==> src/strs_pkg.sv <==
// Shared types and constants for the segment tree range sum core.
package strs_pkg;
	localparam logic CMD_WRITE = 1'b0;
	localparam logic CMD_QUERY = 1'b1;
	localparam int DATA_W = 32;
	localparam int IDX_W = 6;

	// Request that walks down the cell chain.
	typedef struct packed {
		logic              valid;
		logic              command;
		logic [IDX_W-1:0]  elem_index;
		logic [DATA_W-1:0] new_value;
		logic [IDX_W-1:0]  range_start;
		logic [IDX_W-1:0]  range_end;
		logic [DATA_W-1:0] acc;
	} strs_req_t;
endpackage

==> src/strs_cell.sv <==
// One element cell: holds one stored value and folds it into a passing request.
module strs_cell #(
	parameter int CELL_INDEX = 0
) (
	input  logic               clk,
	input  logic               arst_n,
	input  strs_pkg::strs_req_t req_in,
	output strs_pkg::strs_req_t req_out
);
	import strs_pkg::*;

	logic [DATA_W-1:0] value_q;
	logic              in_range;
	logic              hit;
	strs_req_t         req_next;
	strs_req_t         req_s1;

	assign in_range = (32'(req_in.range_start) <= 32'(CELL_INDEX))
		&& (32'(req_in.range_end) >= 32'(CELL_INDEX));
	assign hit = req_in.valid && (req_in.command == CMD_WRITE)
		&& (32'(req_in.elem_index) == 32'(CELL_INDEX));

	always_ff @(posedge clk or negedge arst_n) begin
		if (!arst_n) begin
			value_q <= '0;
		end else if (hit) begin
			value_q <= req_in.new_value;
		end
	end

	// A query picks up this cell's value when the cell lies inside its range.
	always_comb begin
		req_next = req_in;
		if (req_in.command == CMD_QUERY && in_range) begin
			req_next.acc = req_in.acc + value_q;
		end
	end

	always_ff @(posedge clk or negedge arst_n) begin
		if (!arst_n) begin
			req_s1 <= '0;
		end else begin
			req_s1 <= req_next;
		end
	end

	assign req_out = req_s1;
endmodule

==> config.mk <==
export PLATFORM = sky130hd
export DESIGN_NAME = strs_cell
export DESIGN_NICKNAME = d
export VERILOG_FILES = /design/src/strs_pkg.sv /design/src/strs_cell.sv
export SDC_FILE = /design/constraint.sdc
export NUM_CORES = 1
export LEC_CHECK = 0
export ABC_AREA = 1
export CAP_MARGIN = 20
export CELL_PAD_IN_SITES_DETAIL_PLACEMENT = 0
export CELL_PAD_IN_SITES_GLOBAL_PLACEMENT = 1
export CORE_UTILIZATION = 46
export DETAILED_ROUTE_END_ITERATION = 10
export DONT_BUFFER_PORTS = 1
export HOLD_SLACK_MARGIN = 0.03
export PLACE_DENSITY = 0.81
export SYNTH_ARGS = -nofsm -noshare
export SYNTH_HDL_FRONTEND = slang
export SYNTH_SLANG_ARGS = --single-unit
export TNS_END_PERCENT = 100
==> constraint.sdc <==
create_clock -name clk -period 2.5 [get_ports clk]
set_input_delay 0.125 -clock clk [delete_from_list [all_inputs] [get_ports clk]]
set_output_delay 0.125 -clock clk [all_outputs]
set_load 0.01 [all_outputs]
; After elaboration in Yosys (flattened, before gate mapping)
; Cells that the tools add are included.
[totals]
output_inout_bits = 84
wordCells = 16
ff_bits = 116
in_bits = 86
[classes]
reduce_logical = 4
order_cmp = 1
bitwise_logic = 1
add_sub_neg = 1
mux = 1
[ops]
columns = operator, n
row1 = adder 32 bit, 1
row2 = two-way mux 32 bit, 1
row3 = <= comparator 6 x 1 -> 1 bit (second input constant), 1
row4 = logical NOT 6 bit, 1
row5 = logical AND 1 bit, 3
row6 = inverter 1 bit, 1

; Longest topological paths before layout
; Gate-level depths: netlist of run 1.
[depth]
depth_word = 3
mapped_depth = 12

; Worst setup path after synthesis of run 1
; Ideal clock, no wire load.
[synth_timing]
path_type = flip-flop to flip-flop
start = register value_q[0]
end = register req_s1 (netlist bit req_out[16])
path_buffers = 0
setup_slack_ns = 0.693
t_arrival_ns = 1.691
stages_incl_launch_ff = 12
synth_period_minus_slack_ns = 1.807
cell_sequence = dfrtp_1 > ha_1 > fa_1 > nand3_1 > nand3_1 > nand2_1 > nand2_1 > nand2_1 > nand2_1 > xor2_1 > nand2_1 > nand2_1
[synth_rtl]
columns = element, line_no
row1 = start: declaration, strs_cell.sv:12  ; logic [DATA_W-1:0] value_q;
row2 = start signal: assignment, strs_cell.sv:27  ; value_q <= req_in.new_value;
row3 = end signal: assignment, strs_cell.sv:43  ; req_s1 <= req_next;
row4 = end: declaration, strs_cell.sv:16  ; strs_req_t req_s1;

==> results of run 1 <==
==> routing by layer <==
layer | global-route usage, % | vias to the layer above
li1 | - | 2628
met1 | 32.2 | 2340
met2 | 44.2 | 154
met3 | 6.80 | 17
met4 | 8.95 | 0
met5 | 0 | -
==> worst max-delay path, stage by stage (launching register included) <==
cell                      delay (ns)
sky130_fd_sc_hd__dfrtp_1        0.38
sky130_fd_sc_hd__ha_1           0.22
sky130_fd_sc_hd__fa_1           0.44
sky130_fd_sc_hd__nand3_1        0.11
sky130_fd_sc_hd__nand3_1        0.14
sky130_fd_sc_hd__nand3_1        0.11
sky130_fd_sc_hd__nand3_1        0.19
sky130_fd_sc_hd__nand3_1        0.16
sky130_fd_sc_hd__nand3_1        0.08
sky130_fd_sc_hd__nand3_1        0.09
sky130_fd_sc_hd__nand2_1        0.06
==> synth_stat cells (4+ instances only) <==
| cell type | n |
|---|---|
| sky130_fd_sc_hd__nand3b_1 | 4 |
| sky130_fd_sc_hd__ha_1 | 31 |
| sky130_fd_sc_hd__clkbuf_1 | 5 |
| sky130_fd_sc_hd__nor3_1 | 4 |
| sky130_fd_sc_hd__dfrtp_1 | 116 |
| sky130_fd_sc_hd__nand3_1 | 45 |
| sky130_fd_sc_hd__nand4_1 | 4 |
| sky130_fd_sc_hd__o21ai_0 | 32 |
| sky130_fd_sc_hd__a21oi_1 | 19 |
| sky130_fd_sc_hd__nor2_1 | 42 |
| sky130_fd_sc_hd__inv_1 | 142 |
| sky130_fd_sc_hd__xnor2_1 | 15 |
| sky130_fd_sc_hd__nand2_1 | 308 |
| sky130_fd_sc_hd__o21ai_1 | 9 |
| sky130_fd_sc_hd__o21ai_2 | 5 |
==> flip-flops by register name, summed over array words and instances, names as in the netlist <==
register and cells:
req_out 84, value_q 32
==> kinds of logic after synthesis <==
kind of cell	share of synthesized area [%]
xor gates and xnor gates	2.30
AOI/OAI and AO/OA	6.15
and+or+nand+nor	27.1
adders and majority gates	6.70
DFF	47.7
buffers and inverters	10.1
==> power by group <==
group / internal [mW] / switching, mW / leakage, nW / total (mW)
Clock: 1.60 / 0.974 / 0.303 / 2.57
Combinational: 0.318 / 0.453 / 2.47 / 0.771
Sequential: 1.99 / 0.0964 / 1.42 / 2.09
==> area by class of cell <==
cell class,instances,area (um^2),share of cell area [%]
Sequential cell,116,2900,37.6
Multi-Input combinational cell,527,2570,33.3
Timing Repair Buffer,87,863,11.2
Inverter,144,543,7.04
Clock buffer,17,425,5.51
Tap cell,172,215,2.79
Clock inverter,15,195,2.53
==> through the flow <==
stage	instance area (um^2)	instances	hold slack (ns)
2_1_floorplan	6090	798	-0.171
4_1_cts	7710	1078	-0.617
5_1_grt	7710	1078	-0.625
3_3_place_gp	6250	962	-0.169
3_5_place_dp	6250	962	-0.168
6_report	7710	1078	-0.600
==> worst paths after layout <==
kind                                               from                 endpoint  slack (ns)  depth (start not counted)
worst max-delay path             value_q[0]$_DFFE_PN0P_    req_out[20]$_DFF_PN0_        0.40                         10
worst min-delay path                             arst_n     req_out[2]$_DFF_PN0_       -0.60                          0
worst max register to register   value_q[0]$_DFFE_PN0P_    req_out[20]$_DFF_PN0_        0.40                         10
worst min register to register  value_q[17]$_DFFE_PN0P_  value_q[17]$_DFFE_PN0P_        0.49                          2
max in group asynchronous                        arst_n    req_out[66]$_DFF_PN0_        2.98                          0
min in group clk                             req_in[29]    req_out[29]$_DFF_PN0_        0.10                          4
==> qor_table.md, run 1 <==
| Metric | This run |
|---|---|
| Hold violation count in the final report | 116 |
| Final worst path period need | 2.10 ns |
| Top_reg_cell synth | sky130_fd_sc_hd__dfrtp_1 |
| Die span in y | 117 um |
| Core utilization of the finished layout | 60.4% |
| Areal power density over the cells | 704 mW/mm^2 |
| Crit path setup slack, layout | 0.403 ns |
| Clock H-tree levels | 4 |
| Number of buffers added for setup after CTS | 0 |
| Max VDD drop | 0.000417 V |
| Clk Latency, worst-skew pair | 0.42 ns |
| Worst Hold Slack | -0.600 ns |
| Number of antenna violations at the first check in global routing | 0 |
| Leading post-synthesis cells by cell area | sky130_fd_sc_hd__dfrtp_1 48%, sky130_fd_sc_hd__nand2_1 19%, sky130_fd_sc_hd__inv_1 8.8%, sky130_fd_sc_hd__ha_1 6.4%, sky130_fd_sc_hd__nand3_1 3.7% |
| Top routing layer in use | met4 |
| Average size of a mapped cell | 7.63 um^2 |
| Post-detailed-route wirelength per cell | 15.6 um |
| RSZ-0062 raised after global routing | false |
| Final worst path period share | 83.9% |
| Startpoint class of the critical path | flop |
| Clock slew at the register clock pins of the worst setup and hold paths | 0.06 ns |
| Path class of the lowest-slack min-delay path | in2async |
| Number of global-route vias before repair | 5419 |
| Floorplan core area | 0.0128 mm^2 |
| Actual slew at the worst max-slew pin | 0.563 ns |
| Antenna-violating nets left | 0 |
| Total clock buffers created by CTS | 17 |
| Post-synthesis cell type count | 27 |
| Half-perimeter wire length after placement | 11900 um |
| Post-CTS Hold Buffers | 84 |
| Horiz. Die Dim | 117 um |
| Final weighted congestion of routability-driven global placement | 0.852 |
| Share of post-route cells with drive strength above 1 | 4.75% |
| Nets | 1011 |
| Critical path capture point type | flop |
| Met1 routed wirelength after detailed routing | 7600 um |
| Syn. warnings | 0 |
| Standard-cell row count | 41 |
| P&R area growth vs syn | 26.8% |
| Detailed Routing Iterations Pass 1 | 5 |
| Cell type with the largest total area after synthesis | sky130_fd_sc_hd__dfrtp_1 |
| # diodes | 0 |
| Aggregate global-route resource usage | 26.0% |
| Layout filler cell count | 1128 |
| Post-synthesis instance total | 798 |
| Wire length of the first global-routing pass | 26400 um |
| Upper clock frequency limit | 477 MHz |
| Count of vias placed by the detailed router | 5139 |
| Max-cap violations | 0 |
| Share of the synthesized area in the top cell type | 47.7% |
| Area of the mapped netlist | 0.00609 mm^2 |
| Num ports | 170 |
| DRT Wirelength | 16800 um |
| Maximum number of pins on one net before global-route repair | 117 |
| Routed met2 length | 7920 um |
| Starting density of the core | 47.6% |
| Buffers on Ports | 0 |
| Type of the worst setup path | reg2reg |
| Violations in the final reports | negative hold slack |
| Clock root cell | sky130_fd_sc_hd__clkbuf_16 |
| DRC viols | 0 |
| Leak pwr | 4.19 nW |
| Detailed route wirelength on metal3 | 1010 um |
| Biggest fanout along the worst timing path | 4 |
| Area enclosed by the die boundary | 0.0137 mm^2 |
| Fin Clk Skew | 0.00612 ns |
| Register area share after synthesis | 47.7% |
| Commonest cells after routing, fill and taps aside | 308 x sky130_fd_sc_hd__nand2_1, 142 x sky130_fd_sc_hd__inv_1, 116 x sky130_fd_sc_hd__dfrtp_1 |
| Final setup violating endpoints | 0 |
| Clock tree sinks | 116 |
| Post-route total power | 5.43 mW |
| Arrival time at the worst endpoint | 2.40 ns |
| Sum Neg Setup Slack | 0 ns |
| Result of the run | finished, violations left |
| Gr ovfl total | 0 |
| Most common cell after layout, fill and taps aside | sky130_fd_sc_hd__nand2_1 |
| Via-per-instance ratio | 4.77 |
| Flip-flop and latch count after synthesis | 116 |
| Proportion of synthesized flip-flops having asynchronous set or reset | 100% |
| Setup slack after placement | 0.414 ns |
| Count of routing violations after the opening detailed-route iteration | 279 |
| Critical Path RT | 2.81 ns |
| CTS tree | yes |
| Clock buffer depth | 2 |
| Resize count post-CTS | 0 |
| Number of flops mapped to enable cells by yosys | 0 |
| Remaining max-slew budget at the tightest pin | 62.4% |
| Syn nets | 916 |
| Number of max-slew violations in the final report | 0 |
No activity file was read; power rests on OpenSTA's default activity.
==> run 2, diff against run 1 <==
==> constraint.sdc (replaced) <==
create_clock -name clk -period 2.2 [get_ports clk]
set_input_delay 0.11 -clock clk [delete_from_list [all_inputs] [get_ports clk]]
set_output_delay 0.11 -clock clk [all_outputs]
set_load 0.01 [all_outputs]
==> run 2 against run 1 <==
  * Worst hold slack got worse by 0.023 ns
  * Wire length fell by 0.24%
  * The run still ends with negative hold slack left
  * Critical endpoint is now req_out[28]$_DFF_PN0_
  * Fmax rose by 3.5%
  * Via count rose by 1.1%
==> qor_table.md, run 2 (synthesis gave the netlist of run 1 again) <==
| Metric | This run |
|---|---|
| Num ports | 170 |
| Via-per-instance ratio | 4.82 |
| Sum Neg Setup Slack | 0 ns |
| Critical Path RT | 2.52 ns |
| DRT Wirelength | 16700 um |
| Cell with the largest stage delay on the worst path | sky130_fd_sc_hd__a21oi_1 |
| Starting density of the core | 47.6% |
| Layout filler cell count | 1143 |
| Buffers on Ports | 0 |
| Post-CTS Hold Buffers | 84 |
| Commonest cells after routing, fill and taps aside | 308 x sky130_fd_sc_hd__nand2_1, 142 x sky130_fd_sc_hd__inv_1, 116 x sky130_fd_sc_hd__dfrtp_1 |
| Max incr delay on CP | 0.39 ns |
| Nets | 1010 |
| Total clock buffers created by CTS | 17 |
| CP Cell Sequence | ha_1, nand2_1, inv_1, a21oi_1, nand3_2, nand2_1, nand3_1, nand3_1, nand2_1 |
| Max VDD drop | 0.000400 V |
| Areal power density over the cells | 799 mW/mm^2 |
| Number of max-slew violations in the final report | 0 |
| Type of the worst setup path | reg2reg |
| Critical path capture point type | flop |
| Final worst path period share | 92.1% |
| Number of global-route vias before repair | 5243 |
| Horiz. Die Dim | 117 um |
| Worst Hold Slack | -0.623 ns |
| Cell seen most often among critical-path stages | sky130_fd_sc_hd__nand2_1 |
| Max-cap violations | 0 |
| RSZ-0062 raised after global routing | false |
| Aggregate global-route resource usage | 26.1% |
| Clock slew at the register clock pins of the worst setup and hold paths | 0.06 ns |
| Clock buffer depth | 2 |
| Hold violation count in the final report | 116 |
| Arrival time at the worst endpoint | 2.34 ns |
| Floorplan core area | 0.0128 mm^2 |
| Remaining max-slew budget at the tightest pin | 61.0% |
| Standard-cell row count | 41 |
| Clock root cell | sky130_fd_sc_hd__clkbuf_16 |
| CTS tree | yes |
| Final cell count without fillers | 1077 |
| Final weighted congestion of routability-driven global placement | 0.827 |
| Gr ovfl total | 0 |
| Count of routing violations after the opening detailed-route iteration | 297 |
| Post-route total power | 6.17 mW |
| Area post-placement | 0.00625 mm^2 |
| Die span in y | 117 um |
| Share of post-route cells with drive strength above 1 | 4.86% |
| Clock tree sinks | 116 |
| Clock H-tree levels | 4 |
| Half-perimeter wire length after placement | 11800 um |
| Startpoint class of the critical path | flop |
| Flip-flop count of the largest register after layout | 84 |
| Clk Latency, worst-skew pair | 0.43 ns |
| Most common cell after layout, fill and taps aside | sky130_fd_sc_hd__nand2_1 |
| Antenna-violating nets left | 0 |
| Worst reg2reg startpoint | value_q[10]$_DFFE_PN0P_ |
| Path class of the lowest-slack min-delay path | in2async |
| Violations in the final reports | negative hold slack |
| Worst setup slack for register-to-register paths | 0.17 ns |
| Final worst path period need | 2.03 ns |
| Final setup violating endpoints | 0 |
| Result of the run | finished, violations left |
| P&R area growth vs syn | 26.8% |
| Maximum number of pins on one net before global-route repair | 117 |
| Upper clock frequency limit | 494 MHz |
| Wire length of the first global-routing pass | 26300 um |
| Area enclosed by the die boundary | 0.0137 mm^2 |
| Placed Cells incl. Taps | 961 |
| FF-to-FF path depth | 9 |
| Post-detailed-route wirelength per cell | 15.5 um |
| Critical path origin | value_q[10]$_DFFE_PN0P_ |
| End of the worst register-to-register path | req_out[28]$_DFF_PN0_ |
| Count of vias placed by the detailed router | 5194 |
| Number of antenna violations at the first check in global routing | 0 |
| Total non-filler cell area in the finished layout | 0.00771 mm^2 |
| # diodes | 0 |
| Number of buffers added for setup after CTS | 0 |
| Detailed Routing Iterations Pass 1 | 4 |
| DRC viols | 0 |
| Fin Clk Skew | 0.00935 ns |
| Leak pwr | 4.19 nW |
| Actual slew at the worst max-slew pin | 0.586 ns |
| Biggest fanout along the worst timing path | 4 |
-- run 2: worst max-delay path, delay by kind of cell (launching register included) --
family | cells | cell delay (ns)
AND/OR/NAND/NOR | 6 | 0.74
AO/OA/AOI/OAI | 1 | 0.39
flip-flops | 1 | 0.38
adder cells (fa/ha/maj) | 1 | 0.34
buffers and inverters | 1 | 0.07
-- run 2: repair_timing --
item,CTS,global route
endpoints found under the hold margin,232,116
resized for setup,0,2
endpoints found under the setup margin,0,4
-- run 2: metal layers --
layer / GRT usage (%) / wire length, um / part of all wire (%) / vias to the layer above
met5: 0 / 0 / 0 / -
met4: 9.96 / 260 / 1.6 / 0
met3: 6.18 / 931 / 5.6 / 26
met2: 44.3 / 8090 / 48 / 158
met1: 32.2 / 7440 / 44 / 2372
li1: - / - / - / 2638
-- run 2: how the worst max path moves through the flow --
stage                                       end  slack, ns  cells past startpoint
after detailed placement  req_out[28]$_DFF_PN0_       0.08                     10
after floorplan           req_out[16]$_DFF_PN0_       0.39                     11
after CTS                 req_out[28]$_DFF_PN0_       0.08                     10
after global routing      req_out[26]$_DFF_PN0_       0.01                     12
final                     req_out[28]$_DFF_PN0_       0.17                      9
after global placement    req_out[28]$_DFF_PN0_       0.13                     10
-- run 2: stage by stage --
stage	worst slack, ns	hold WS, ns	utilization, %
detailed placement	0.0850	-0.184	48.9
finish	0.174	-0.623	60.4
global route	0.0132	-0.644	60.4
global placement	0.133	-0.184	48.9
floorplan	0.393	-0.186	-
CTS	0.0775	-0.636	60.3
-- run 2: final cells by class --
class | instances | area (um^2) | area share [%]
flip-flops and latches | 116 | 2900 | 37.6
multi-input cells | 527 | 2580 | 33.4
repair buffers | 86 | 856 | 11.1
inverters | 144 | 543 | 7.04
clock buffers | 17 | 425 | 5.51
well taps | 172 | 215 | 2.79
clock inverters | 15 | 195 | 2.53
-- run 2: report_power, final --
part	total, mW	internal [mW]	switching (mW)
logic	0.881	0.362	0.519
clock network	2.91	1.81	1.11
registers	2.37	2.26	0.107
total	6.17	4.44	1.73
